[src/rtl/core/arbc_pkg.sv]
// Shared types, constants and reset values for the averaged RGB box classifier.
package arbc_pkg;

    localparam int unsigned PERIOD_W    = 16;
    localparam int unsigned SUM_W       = 21;
    localparam int unsigned CODE_W      = 3;
    localparam int unsigned BOX_W       = 48;
    localparam int unsigned BOX_COUNT   = 4;
    localparam int unsigned CFG_IDX_W   = 3;

    localparam int unsigned SAMPLES_PER_RUN_DEF = 30;
    localparam int unsigned NUM_CLASSES_DEF     = 4;

    // Reciprocal scale: exact floor quotient for any SUM_W-bit dividend and divisor up to 32
    localparam int unsigned RECIP_SHIFT = SUM_W + 5;

    localparam logic [CODE_W-1:0] CODE_NO_MATCH = 3'd4;

    typedef enum logic [CFG_IDX_W-1:0] {
        REG_CLASS0_BOX = 3'd0,
        REG_CLASS1_BOX = 3'd1,
        REG_CLASS2_BOX = 3'd2,
        REG_CLASS3_BOX = 3'd3
    } t_cfg_reg;

    typedef logic [BOX_W-1:0] t_box;

    localparam t_box BOX_RESET [BOX_COUNT] = '{
        48'd154385964757850,
        48'd99194792898720,
        48'd154427905520790,
        48'd132351099558455
    };

    typedef struct packed {
        logic [PERIOD_W-1:0] red_period;
        logic [PERIOD_W-1:0] green_period;
        logic [PERIOD_W-1:0] blue_period;
    } t_in_item;

    typedef struct packed {
        logic [CODE_W-1:0]   class_code;
        logic [PERIOD_W-1:0] red_mean;
        logic [PERIOD_W-1:0] green_mean;
        logic [PERIOD_W-1:0] blue_mean;
    } t_out_item;

    typedef struct packed {
        logic [SUM_W-1:0] red;
        logic [SUM_W-1:0] green;
        logic [SUM_W-1:0] blue;
    } t_sums;

    typedef struct packed {
        logic [PERIOD_W-1:0] red;
        logic [PERIOD_W-1:0] green;
        logic [PERIOD_W-1:0] blue;
    } t_means;

endpackage

[src/rtl/core/averaged_rgb_box_classifier_top.sv]
// Top level of the averaged RGB box classifier: class box registers and the three-stage path.
//
// Averaged RGB box classifier. Each input item is one red, green and blue
// period sample; the block sums each channel over SAMPLES_PER_RUN items and,
// on the item that closes a run, emits one result item: the floor mean of
// each channel and the first class box (0 up to NUM_CLASSES-1) whose
// inclusive min/max bounds hold all three means, or code 4 when none does.
// Other items produce no result. One input item is accepted every cycle;
// the only stall is on the closing item of a run while the previous run's
// sums still sit in the first stage. The path is three registers deep:
// accumulate and capture the sums, multiply by a constant reciprocal of the
// run length (exact floor for any 21-bit sum), then compare against the
// boxes and register the result. Each box register packs, from the low byte
// up: min red, max red, min green, max green, min blue, max blue. Write
// boxes only while the block is idle; writes to an index with no box are
// dropped, and the config port never stalls.
module averaged_rgb_box_classifier_top #(
    parameter int unsigned SAMPLES_PER_RUN = arbc_pkg::SAMPLES_PER_RUN_DEF,
    parameter int unsigned NUM_CLASSES     = arbc_pkg::NUM_CLASSES_DEF
) (
    input  logic                               i_clk,
    input  logic                               i_rst_n,
    input  logic                               i_in_valid,
    output logic                               o_in_ready,
    input  arbc_pkg::t_in_item                 i_in_item,
    output logic                               o_out_valid,
    input  logic                               i_out_ready,
    output arbc_pkg::t_out_item                o_out_item,
    input  logic                               i_cfg_valid,
    output logic                               o_cfg_ready,
    input  logic [arbc_pkg::CFG_IDX_W-1:0]     i_cfg_idx,
    input  logic [arbc_pkg::BOX_W-1:0]         i_cfg_data
);
    import arbc_pkg::*;

    t_box                 r_box [NUM_CLASSES];
    logic [BOX_COUNT-1:0] w_cfg_we;

    logic   w_sum_valid;
    logic   w_sum_ready;
    t_sums  w_sums;
    logic   w_mean_valid;
    logic   w_mean_ready;
    t_means w_means;

    // Config port takes a write every cycle
    assign o_cfg_ready = 1'b1;

    always_comb begin
        w_cfg_we = '0;
        unique case (i_cfg_idx)
            REG_CLASS0_BOX: w_cfg_we[0] = 1'b1;
            REG_CLASS1_BOX: w_cfg_we[1] = 1'b1;
            REG_CLASS2_BOX: w_cfg_we[2] = 1'b1;
            REG_CLASS3_BOX: w_cfg_we[3] = 1'b1;
            default:        w_cfg_we    = '0;
        endcase
    end

    // Hold one box per configured class; writes to a missing class drop out here
    for (genvar g = 0; g < NUM_CLASSES; g++) begin : g_box
        always_ff @(posedge i_clk) begin
            if (!i_rst_n) begin
                r_box[g] <= BOX_RESET[g];
            end else if (i_cfg_valid && w_cfg_we[g]) begin
                r_box[g] <= i_cfg_data;
            end
        end
    end

    // Stage 1: accumulate, capture the run's sums on its closing item
    arbc_accum #(
        .SAMPLES_PER_RUN (SAMPLES_PER_RUN)
    ) u_accum (
        .i_clk       (i_clk),
        .i_rst_n     (i_rst_n),
        .i_in_valid  (i_in_valid),
        .o_in_ready  (o_in_ready),
        .i_in_item   (i_in_item),
        .o_sum_valid (w_sum_valid),
        .i_sum_ready (w_sum_ready),
        .o_sums      (w_sums)
    );

    // Stage 2: reciprocal multiply to the floor means
    arbc_div #(
        .SAMPLES_PER_RUN (SAMPLES_PER_RUN)
    ) u_div (
        .i_clk        (i_clk),
        .i_rst_n      (i_rst_n),
        .i_sum_valid  (w_sum_valid),
        .o_sum_ready  (w_sum_ready),
        .i_sums       (w_sums),
        .o_mean_valid (w_mean_valid),
        .i_mean_ready (w_mean_ready),
        .o_means      (w_means)
    );

    // Stage 3: priority box match and result register
    arbc_match #(
        .NUM_CLASSES (NUM_CLASSES)
    ) u_match (
        .i_clk        (i_clk),
        .i_rst_n      (i_rst_n),
        .i_mean_valid (w_mean_valid),
        .o_mean_ready (w_mean_ready),
        .i_means      (w_means),
        .i_boxes      (r_box),
        .o_out_valid  (o_out_valid),
        .i_out_ready  (i_out_ready),
        .o_out_item   (o_out_item)
    );

endmodule

[src/rtl/core/arbc_accum.sv]
// Per-channel run accumulators and the register that holds a finished run's sums.
module arbc_accum #(
    parameter int unsigned SAMPLES_PER_RUN = arbc_pkg::SAMPLES_PER_RUN_DEF
) (
    input  logic               i_clk,
    input  logic               i_rst_n,
    input  logic               i_in_valid,
    output logic               o_in_ready,
    input  arbc_pkg::t_in_item i_in_item,
    output logic               o_sum_valid,
    input  logic               i_sum_ready,
    output arbc_pkg::t_sums    o_sums
);
    import arbc_pkg::*;

    localparam int unsigned CNT_W = (SAMPLES_PER_RUN > 1) ? $clog2(SAMPLES_PER_RUN) : 1;
    localparam logic [CNT_W-1:0] CNT_LAST = CNT_W'(SAMPLES_PER_RUN - 1);

    logic [CNT_W-1:0] r_cnt;
    t_sums            r_acc;
    t_sums            n_acc;
    logic             r_sum_vld;
    t_sums            r_sums;
    logic             w_take;
    logic             w_last;
    logic             w_free;

    assign w_last     = (r_cnt == CNT_LAST);
    assign w_free     = !r_sum_vld || i_sum_ready;
    // Only the item that closes a run needs room downstream
    assign o_in_ready = w_free || !w_last;
    assign w_take     = i_in_valid && o_in_ready;

    always_comb begin
        n_acc.red   = r_acc.red   + SUM_W'(i_in_item.red_period);
        n_acc.green = r_acc.green + SUM_W'(i_in_item.green_period);
        n_acc.blue  = r_acc.blue  + SUM_W'(i_in_item.blue_period);
    end

    always_ff @(posedge i_clk) begin
        if (!i_rst_n) begin
            r_cnt     <= '0;
            r_acc     <= '0;
            r_sum_vld <= 1'b0;
        end else begin
            if (w_take) begin
                if (w_last) begin
                    r_cnt <= '0;
                    r_acc <= '0;
                end else begin
                    r_cnt <= r_cnt + 1'b1;
                    r_acc <= n_acc;
                end
            end
            if (w_take && w_last) begin
                r_sum_vld <= 1'b1;
            end else if (i_sum_ready) begin
                r_sum_vld <= 1'b0;
            end
        end
    end

    always_ff @(posedge i_clk) begin
        if (w_take && w_last) begin
            r_sums <= n_acc;
        end
    end

    assign o_sum_valid = r_sum_vld;
    assign o_sums      = r_sums;

`ifndef NO_ASSERTIONS
    a_cnt_range: assert property (@(posedge i_clk) disable iff (!i_rst_n)
        r_cnt <= CNT_LAST)
        else $error("run counter passed the last sample");

    a_empty_run: assert property (@(posedge i_clk) disable iff (!i_rst_n)
        (r_cnt == '0) |-> (r_acc == '0))
        else $error("accumulators not clear at start of run");

    a_sum_hold: assert property (@(posedge i_clk) disable iff (!i_rst_n)
        (r_sum_vld && !i_sum_ready) |=> (r_sum_vld && $stable(r_sums)))
        else $error("finished sums changed while stalled");
`endif

endmodule

[src/rtl/core/arbc_div.sv]
// Floor division of the run sums by the run length through a constant reciprocal.
module arbc_div #(
    parameter int unsigned SAMPLES_PER_RUN = arbc_pkg::SAMPLES_PER_RUN_DEF
) (
    input  logic             i_clk,
    input  logic             i_rst_n,
    input  logic             i_sum_valid,
    output logic             o_sum_ready,
    input  arbc_pkg::t_sums  i_sums,
    output logic             o_mean_valid,
    input  logic             i_mean_ready,
    output arbc_pkg::t_means o_means
);
    import arbc_pkg::*;

    localparam int unsigned RECIP_W = RECIP_SHIFT + 1;
    localparam logic [RECIP_W-1:0] RECIP =
        RECIP_W'(((64'd1 << RECIP_SHIFT) + SAMPLES_PER_RUN - 1) / SAMPLES_PER_RUN);
    localparam int unsigned PROD_W = SUM_W + RECIP_W;
    localparam int unsigned CHK_W  = SUM_W + 1;

    logic [PROD_W-1:0] w_prod_r;
    logic [PROD_W-1:0] w_prod_g;
    logic [PROD_W-1:0] w_prod_b;
    logic              w_load;
    logic              r_vld;
    t_means            r_means;

    // floor(s / N) == (s * ceil(2^k / N)) >> k for every s below 2^SUM_W
    assign w_prod_r = PROD_W'(i_sums.red)   * PROD_W'(RECIP);
    assign w_prod_g = PROD_W'(i_sums.green) * PROD_W'(RECIP);
    assign w_prod_b = PROD_W'(i_sums.blue)  * PROD_W'(RECIP);

    assign o_sum_ready = !r_vld || i_mean_ready;
    assign w_load      = i_sum_valid && o_sum_ready;

    always_ff @(posedge i_clk) begin
        if (!i_rst_n) begin
            r_vld <= 1'b0;
        end else if (o_sum_ready) begin
            r_vld <= i_sum_valid;
        end
    end

    always_ff @(posedge i_clk) begin
        if (w_load) begin
            r_means.red   <= w_prod_r[RECIP_SHIFT +: PERIOD_W];
            r_means.green <= w_prod_g[RECIP_SHIFT +: PERIOD_W];
            r_means.blue  <= w_prod_b[RECIP_SHIFT +: PERIOD_W];
        end
    end

    assign o_mean_valid = r_vld;
    assign o_means      = r_means;

`ifndef NO_ASSERTIONS
    a_red_floor: assert property (@(posedge i_clk) disable iff (!i_rst_n)
        $past(w_load) |->
            ((CHK_W'(r_means.red) * CHK_W'(SAMPLES_PER_RUN) <= CHK_W'($past(i_sums.red)))
            && (CHK_W'($past(i_sums.red))
                < (CHK_W'(r_means.red) + 1'b1) * CHK_W'(SAMPLES_PER_RUN))))
        else $error("red mean is not the floor quotient");
`endif

endmodule

[src/rtl/core/arbc_match.sv]
// Priority box match of the three means and the result register.
module arbc_match #(
    parameter int unsigned NUM_CLASSES = arbc_pkg::NUM_CLASSES_DEF
) (
    input  logic                i_clk,
    input  logic                i_rst_n,
    input  logic                i_mean_valid,
    output logic                o_mean_ready,
    input  arbc_pkg::t_means    i_means,
    input  arbc_pkg::t_box      i_boxes [NUM_CLASSES],
    output logic                o_out_valid,
    input  logic                i_out_ready,
    output arbc_pkg::t_out_item o_out_item
);
    import arbc_pkg::*;

    logic [NUM_CLASSES-1:0] w_hit;
    logic [CODE_W-1:0]      n_code;
    logic                   w_load;
    logic                   r_out_vld;
    t_out_item              r_item;

    function automatic logic box_hit(input t_means m, input t_box b);
        logic hit_r;
        logic hit_g;
        logic hit_b;
        hit_r = (m.red   >= PERIOD_W'(b[7:0]))   && (m.red   <= PERIOD_W'(b[15:8]));
        hit_g = (m.green >= PERIOD_W'(b[23:16])) && (m.green <= PERIOD_W'(b[31:24]));
        hit_b = (m.blue  >= PERIOD_W'(b[39:32])) && (m.blue  <= PERIOD_W'(b[47:40]));
        return hit_r && hit_g && hit_b;
    endfunction

    always_comb begin
        for (int i = 0; i < NUM_CLASSES; i++) begin
            w_hit[i] = box_hit(i_means, i_boxes[i]);
        end
    end

    // Lowest class wins: scan from the top so earlier classes overwrite
    always_comb begin
        n_code = CODE_NO_MATCH;
        for (int i = NUM_CLASSES - 1; i >= 0; i--) begin
            if (w_hit[i]) begin
                n_code = CODE_W'(i);
            end
        end
    end

    assign o_mean_ready = !r_out_vld || i_out_ready;
    assign w_load       = i_mean_valid && o_mean_ready;

    always_ff @(posedge i_clk) begin
        if (!i_rst_n) begin
            r_out_vld <= 1'b0;
        end else if (o_mean_ready) begin
            r_out_vld <= i_mean_valid;
        end
    end

    always_ff @(posedge i_clk) begin
        if (w_load) begin
            r_item.class_code <= n_code;
            r_item.red_mean   <= i_means.red;
            r_item.green_mean <= i_means.green;
            r_item.blue_mean  <= i_means.blue;
        end
    end

    assign o_out_valid = r_out_vld;
    assign o_out_item  = r_item;

`ifndef NO_ASSERTIONS
    a_code_range: assert property (@(posedge i_clk) disable iff (!i_rst_n)
        o_out_valid |-> ((o_out_item.class_code == CODE_NO_MATCH)
                         || (o_out_item.class_code < CODE_W'(NUM_CLASSES))))
        else $error("class code outside the configured classes");

    a_no_match: assert property (@(posedge i_clk) disable iff (!i_rst_n)
        $past(w_load) |->
            ((o_out_item.class_code == CODE_NO_MATCH) == ($past(w_hit) == '0)))
        else $error("no-match code disagrees with box hits");
`endif

endmodule

[config.mk]
export PLATFORM = sky130hd
export DESIGN_NAME = averaged_rgb_box_classifier_top
export DESIGN_NICKNAME = d
export VERILOG_FILES = /design/src/rtl/core/arbc_pkg.sv /design/src/rtl/core/averaged_rgb_box_classifier_top.sv /design/src/rtl/core/arbc_accum.sv /design/src/rtl/core/arbc_div.sv /design/src/rtl/core/arbc_match.sv
export SDC_FILE = /design/constraint.sdc
export NUM_CORES = 2
export LEC_CHECK = 0
export BUFFER_PORTS_ARGS = -buffer_cell sky130_fd_sc_hd__buf_2
export CORE_AREA = 2 2 241 302
export CTS_CLUSTER_SIZE = 24
export DETAILED_ROUTE_END_ITERATION = 16
export DIE_AREA = 0 0 243 304
export GPL_ROUTABILITY_DRIVEN = 1
export GPL_TIMING_DRIVEN = 0
export PLACE_DENSITY_LB_ADDON = 0.15
export SETUP_SLACK_MARGIN = 0.02
export SLEW_MARGIN = 20
export SYNTH_ARGS = -nofsm -noshare
export SYNTH_HDL_FRONTEND = slang
export SYNTH_SLANG_ARGS = --single-unit
[constraint.sdc]
create_clock -name i_clk -period 7.3 [get_ports i_clk]
set_input_delay 0.73 -clock i_clk [delete_from_list [all_inputs] [get_ports i_clk]]
set_output_delay 0.73 -clock i_clk [all_outputs]
set_load 0.02 [all_outputs]
# Word level (Yosys, flattened, before mapping)
# Index checks and enable logic that the tools add are counted.
[totals]
inputBits = 104
regBits = 425
[op_classes]
n_addsub = 4
eq_ne = 4
multipliers = 3
order_cmp = 24
reduce_logical = 40
muxes = 11
[op_table]
columns = ["cell", "n"]
rows = [
  [">= comparator 16 x 8 -> 1 bit", 12],
  ["less-or-equal comparator 16 x 8 -> 1 bit", 12],
  ["multiplier 21 x 22 -> 42 bit, second input constant", 3],
  ["adder 21 x 16 -> 21 bit", 3],
  ["2-to-1 mux 63 bit", 1],
  ["logical AND 1 bit", 28],
  ["2-to-1 mux 1 bit", 7],
  ["== test 3 x 2 -> 1 bit, second input constant", 2],
  ["adder 5 x 1 -> 5 bit, second input constant", 1],
  ["== test 5 bit, second input constant", 1],
  ["2-to-1 mux 5 bit", 1],
  ["zero test 1 bit", 4],
  ["logical OR 1 bit", 4],
  ["== test 3 x 1 -> 1 bit, second input constant", 1],
  ["zero test 3 bit", 1],
  ["2-to-1 mux 3 bit", 1],
  ["OR reduction 3 bit", 1],
  ["2-to-1 mux 2 bit", 1],
  ["nonzero test 2 bit", 1],
  ["OR reduction 2 bit", 1],
]

# Depth between registers and ports, before layout
[depth]
word_depth = 8
depth_mapped = 23
ltp_nobuf = 23

# Cells and area by module
# Synthesis repeated with hierarchy kept, for this count alone.
[unflattened]
cells_unflattened = 3626
hier_area_um2 = 36367.4
[modules_own_cells]
columns = ["mod", "n_inst", "area_each_um2", "cells_per_inst"]
rows = [
  ["arbc_div", 1, 15476.1, 1525],
  ["averaged_rgb_box_classifier_top", 1, 7548.5, 729],
  ["arbc_accum", 1, 7008.0, 661],
  ["arbc_match", 1, 6334.8, 711],
]

# Worst setup path after synthesis
# Ideal clock, no wire load.
[synth_timing]
kind = "register to register"
startpoint = "register u_accum.r_sums, in the netlist u_accum.o_sums[19]"
endpoint = "register u_div.r_means, in the netlist u_div.o_means[12] (data pin)"
n_path_buf = 0
stages_incl_launch_ff = 22
required_ns = 7.042
synth_period_minus_slack_ns = 5.447
slack_ns = 1.853
arrival_time_ns = 5.189
cell_sequence = "edfxtp_1 inv_1 ha_1 ha_1 or2_2 fa_1 inv_1 fa_1 fa_1 inv_1 fa_1 ha_1 ha_1 nand4_1 nor3_1 a221oi_1 o311ai_1 nor2_1 o31ai_1 a41o_1 o21ai_1 xnor2_1"
[synth_between]
elab_chain_cells = 1
[synth_rtl]
columns = ["element", "line_no", "rtl"]
rows = [
  ["start, declared", "arbc_accum.sv:23", "t_sums r_sums;"],
  ["start signal, assigned", "arbc_accum.sv:65", "r_sums <= n_acc;"],
  ["multiplier 21 x 22 -> 42 bit", "arbc_div.sv:32", "assign w_prod_b = PROD_W'(i_sums.blue) * PROD_W'(RECIP);"],
  ["net u_div.w_prod_b[38]", "arbc_div.sv:24", "logic [PROD_W-1:0] w_prod_b;"],
  ["end, declared", "arbc_div.sv:27", "t_means r_means;"],
]
# The timed path passes the listed nets, and every way through them passes these cells.
# A chain may end at the register's enable or synchronous reset.

# Worst setup path in the final report
# Ends and elaborated chain as after synthesis.

==> flow_summary.toml <==
[setup_path]
critical_path_class = "reg2reg"
r2r-end = "u_div.o_means[12]$_DFFE_PP_"
cpPeakStageDelay_ns = 0.55
reg2reg_depth = 21
r2r_slack_ns = 1.09
startpoint_type = "flop"
required_ns = 7.64
critPathSlowestCell = "fa_1"
critPathCaptureType = "flop"
arrival_ns = 6.55
path_max_fanout = 5
crit_chain = "inv_1 -> ha_1 -> ha_1 -> or2_2 -> fa_1 -> inv_1 -> fa_1 -> fa_1 -> inv_1 -> fa_1 -> ha_1 -> ha_1 -> nand4_1 -> nor3_1 -> a221oi_1 -> o311ai_1 -> nor2_1 -> o31ai_1 -> a41o_1 -> o21ai_1 -> xnor2_1"
cp-startpoint = "u_accum.o_sums[19]$_DFFE_PP_"
cp.buffers_inverters = 3
r2r-start = "u_accum.o_sums[19]$_DFFE_PP_"
cp_top_family = "adder cells"

[clock_tree]
cts_resized = 0
clock_sinks = 425
clock_path_buffers = 3
clockRootBuffer = "clkbuf_16"
cts_inserted_buffers = 48
post_cts_buffers = 0
clk_latency_ns = 0.60
clk_pin_slew_ns = 0.06
h-tree-depth = 2
cts_tree = "built"
cts_hold_buf = 0

[layout]
syn2layout_area_growth_pct = 10.60
n_fill_cell = 6594
n_antenna_cell = 0
drive_above_1_share_pct = 7.113
final_nets = 4874

[grt]
grt_antenna_before_repair = 1
grt_use_total_pct = 23.73
grt_pass1_wl_um = 138100
grt_pass1_vias = 25682
grt_max_degree = 29
overflow = 0

[job]
max_cap_viol_count = 0

[synthesis]
async_reset_ff_share_pct = 0
synth_fp_nets = 4664
yosysUniqueCellTypes = 76
postSynthAreaPerCell_um2 = 9.743
postSynthCellCount = 3616
yosys.area.top_type = "ha_1"
synth-edff-count = 162
seq_area_frac_synth_pct = 28.75
synth_top_cell_area_share_pct = 27.03
ys_warn_count = 0
synthesis.area_um2 = 35230
synthTopCellsByArea = "ha_1, dfxtp_1, edfxtp_1"
ys_ff_latch = 425
synth-main-ff-cell = "dfxtp_1"

[die]
start_util_pct = 49.42
ios = 158
die-area_um2 = 73870
die_width_um = 243
rows = 110
core_um2 = 71290
die_h_um = 304

[hold_path]
hold-path-cell-count = 3
hp-class = "in2reg"
min_from = "i_cfg_data[32]"
min_to = "r_box[32]$_SDFFE_PN1P_"

[detailed_routing]
ant_nets = 0
vias_per_cell = 5.311
vias = 25586
wl_per_cell_um = 18.02
drc_errors = 0
wirelength_um = 86830
dr.first_iter.drc_count = 1071
drt_pass1_iterations = 5

[timing]
worst_pin_slew_ns = 0.9655
slew_violations = 0
post-route-period-util_pct = 85.03
final-setup-viol-count = 0
hold_violations = 0
fin_tns_setup_ns = 0
relSlewSlack_pct = 33.97
post-route-min-period_ns = 6.207
worst_clock_skew_ns = 0.02202
fmax_mhz = 161.1
rsz0062_at_grt = "no"

[power]
power_density_nw_per_um2 = 147.6
ir_worst_vdd_v = 0.0001508
p_total_w = 0.005750
p_leak_nw = 19.02

[placed_design]
gp_congestion = 0.8619
port_buffers = 155
hpwl_um = 71190

[run_status]
status = "completed"
[cells in the mapped netlist, types with 4 or more instances]
| master | n |
|---|---|
| nor2_1 | 106 |
| a31oi_1 | 12 |
| nor3_1 | 33 |
| and2_1 | 10 |
| nor2b_1 | 69 |
| or3_1 | 14 |
| a221oi_1 | 4 |
| a22oi_1 | 36 |
| o21a_1 | 43 |
| or2_2 | 9 |
| nand2_1 | 360 |
| a21boi_1 | 4 |
| ha_1 | 761 |
| dfxtp_1 | 263 |
| o21bai_1 | 13 |
| nor4_1 | 15 |
| a21oi_2 | 4 |
| o21ai_1 | 18 |
| a21o_1 | 87 |
| inv_1 | 595 |
| xnor2_1 | 69 |
| xor2_1 | 32 |
| o31ai_1 | 8 |
| o211a_1 | 4 |
| o22ai_1 | 6 |
| a22o_1 | 18 |
| a21oi_1 | 112 |
| fa_1 | 183 |
| and3_1 | 12 |
| nand2b_1 | 36 |
| or4_1 | 5 |
| nand4_1 | 38 |
| a21boi_0 | 100 |
| edfxtp_1 | 162 |
| o21ai_0 | 82 |
| clkbuf_1 | 79 |
| o211ai_1 | 98 |
| a211oi_1 | 16 |
| nand3_1 | 41 |
[tightest hold or removal path: cells and delay by family]
family | cells | cell delay, ns
and+or+nand+nor | 2 | 0.13
buffers and inverters | 1 | 0.13
[how the worst max path moves through the flow]
stage / to / cells past startpoint
after CTS: u_div.o_means[12]$_DFFE_PP_ / 21
final: u_div.o_means[12]$_DFFE_PP_ / 21
after floorplan: u_div.o_means[12]$_DFFE_PP_ / 21
after global routing: u_div.o_means[12]$_DFFE_PP_ / 21
after detailed placement: u_div.o_means[12]$_DFFE_PP_ / 21
after global placement: u_accum.o_sums[0]$_DFFE_PP_ / 7
[layout make-up]
| class | count | area [um2] | area share [%] |
|---|---|---|---|
| plain buffers | 85 | 352.8 | 0.9055 |
| clock buffers | 67 | 1344 | 3.449 |
| clock inverters | 23 | 294.0 | 0.7546 |
| inverters | 595 | 2233 | 5.732 |
| multi-input cells | 2511 | 22540 | 57.84 |
| flip-flops and latches | 425 | 10130 | 26.00 |
| well taps | 952 | 1191 | 3.057 |
| repair buffers | 160 | 883.3 | 2.267 |
[sequential cells by signal (all words and copies together), names as in the netlist]
signal / count
r_box: 192
u_accum.o_sums: 63
u_accum.r_acc: 63
u_match.o_out_item: 51
u_div.o_means: 48
u_accum.r_cnt: 5
u_accum.o_sum_valid: 1
u_div.o_mean_valid: 1
u_match.o_out_valid: 1
[cell usage in the layout (no fill, tap or decap), drive strengths merged, types with 5 or more instances in the layout]
master / n
a21oi: 116
nor3: 33
bufinv: 5
nor2: 106
clkbuf: 149
a22o: 18
dfxtp: 263
o21ai: 101
a211oi: 18
o31ai: 10
a21o: 87
or3: 14
o211ai: 98
clkinv: 7
or2: 10
a221oi: 5
inv: 599
xnor2: 69
and2: 10
fa: 183
and3: 14
nand2b: 36
nand2: 360
nor2b: 69
nand3: 41
o21bai: 14
a31oi: 12
ha: 761
o22ai: 6
or4: 5
buf: 163
nor4: 15
a22oi: 36
xor2: 32
a21boi: 104
nand4: 38
o21a: 44
edfxtp: 162
clkinvlp: 7
[per-layer routing]
layer / global-route usage (%) / vias up / part of all wire (%)
li1: - / 12851 / -
met1: 28.70 / 12169 / 42
met2: 43.55 / 417 / 51
met3: 2.566 / 149 / 3.3
met4: 8.047 / 0 / 3.5
met5: 0 / - / 0
[cell families after synthesis]
kind of cell / count (synthesis) / share of synthesized area, %
compound gates: 704 / 13.94
flops: 425 / 28.75
simple gates: 761 / 10.02
xor+xnor: 101 / 2.511
other cells: 1 / 0.01064
buf+inv: 680 / 7.341
fa+ha+maj: 944 / 37.43
[through the flow]
stage               area, um2  cells  setup WS, ns  util (%)  hold WS (ns)
floorplan               35230   3616         1.853         -        0.4264
global placement        37200   4723        0.7485     52.17        0.4372
detailed placement      37330   4728         1.051     52.36        0.4342
CTS                     38960   4818         1.050     54.65        0.3793
global route            38960   4818        0.7562     54.65        0.4094
finish                  38960   4818         1.093     54.65        0.4135
[power breakdown]
part           total (W)  switching (W)  internal [W]  leakage (nW)
Combinational   0.000651       0.000381      0.000269          14.6
Sequential       0.00258      0.0000370       0.00254          3.59
Clock            0.00252        0.00104       0.00148         0.781
Total            0.00575        0.00146       0.00429          19.0
Power figures use the tool's default switching activity.
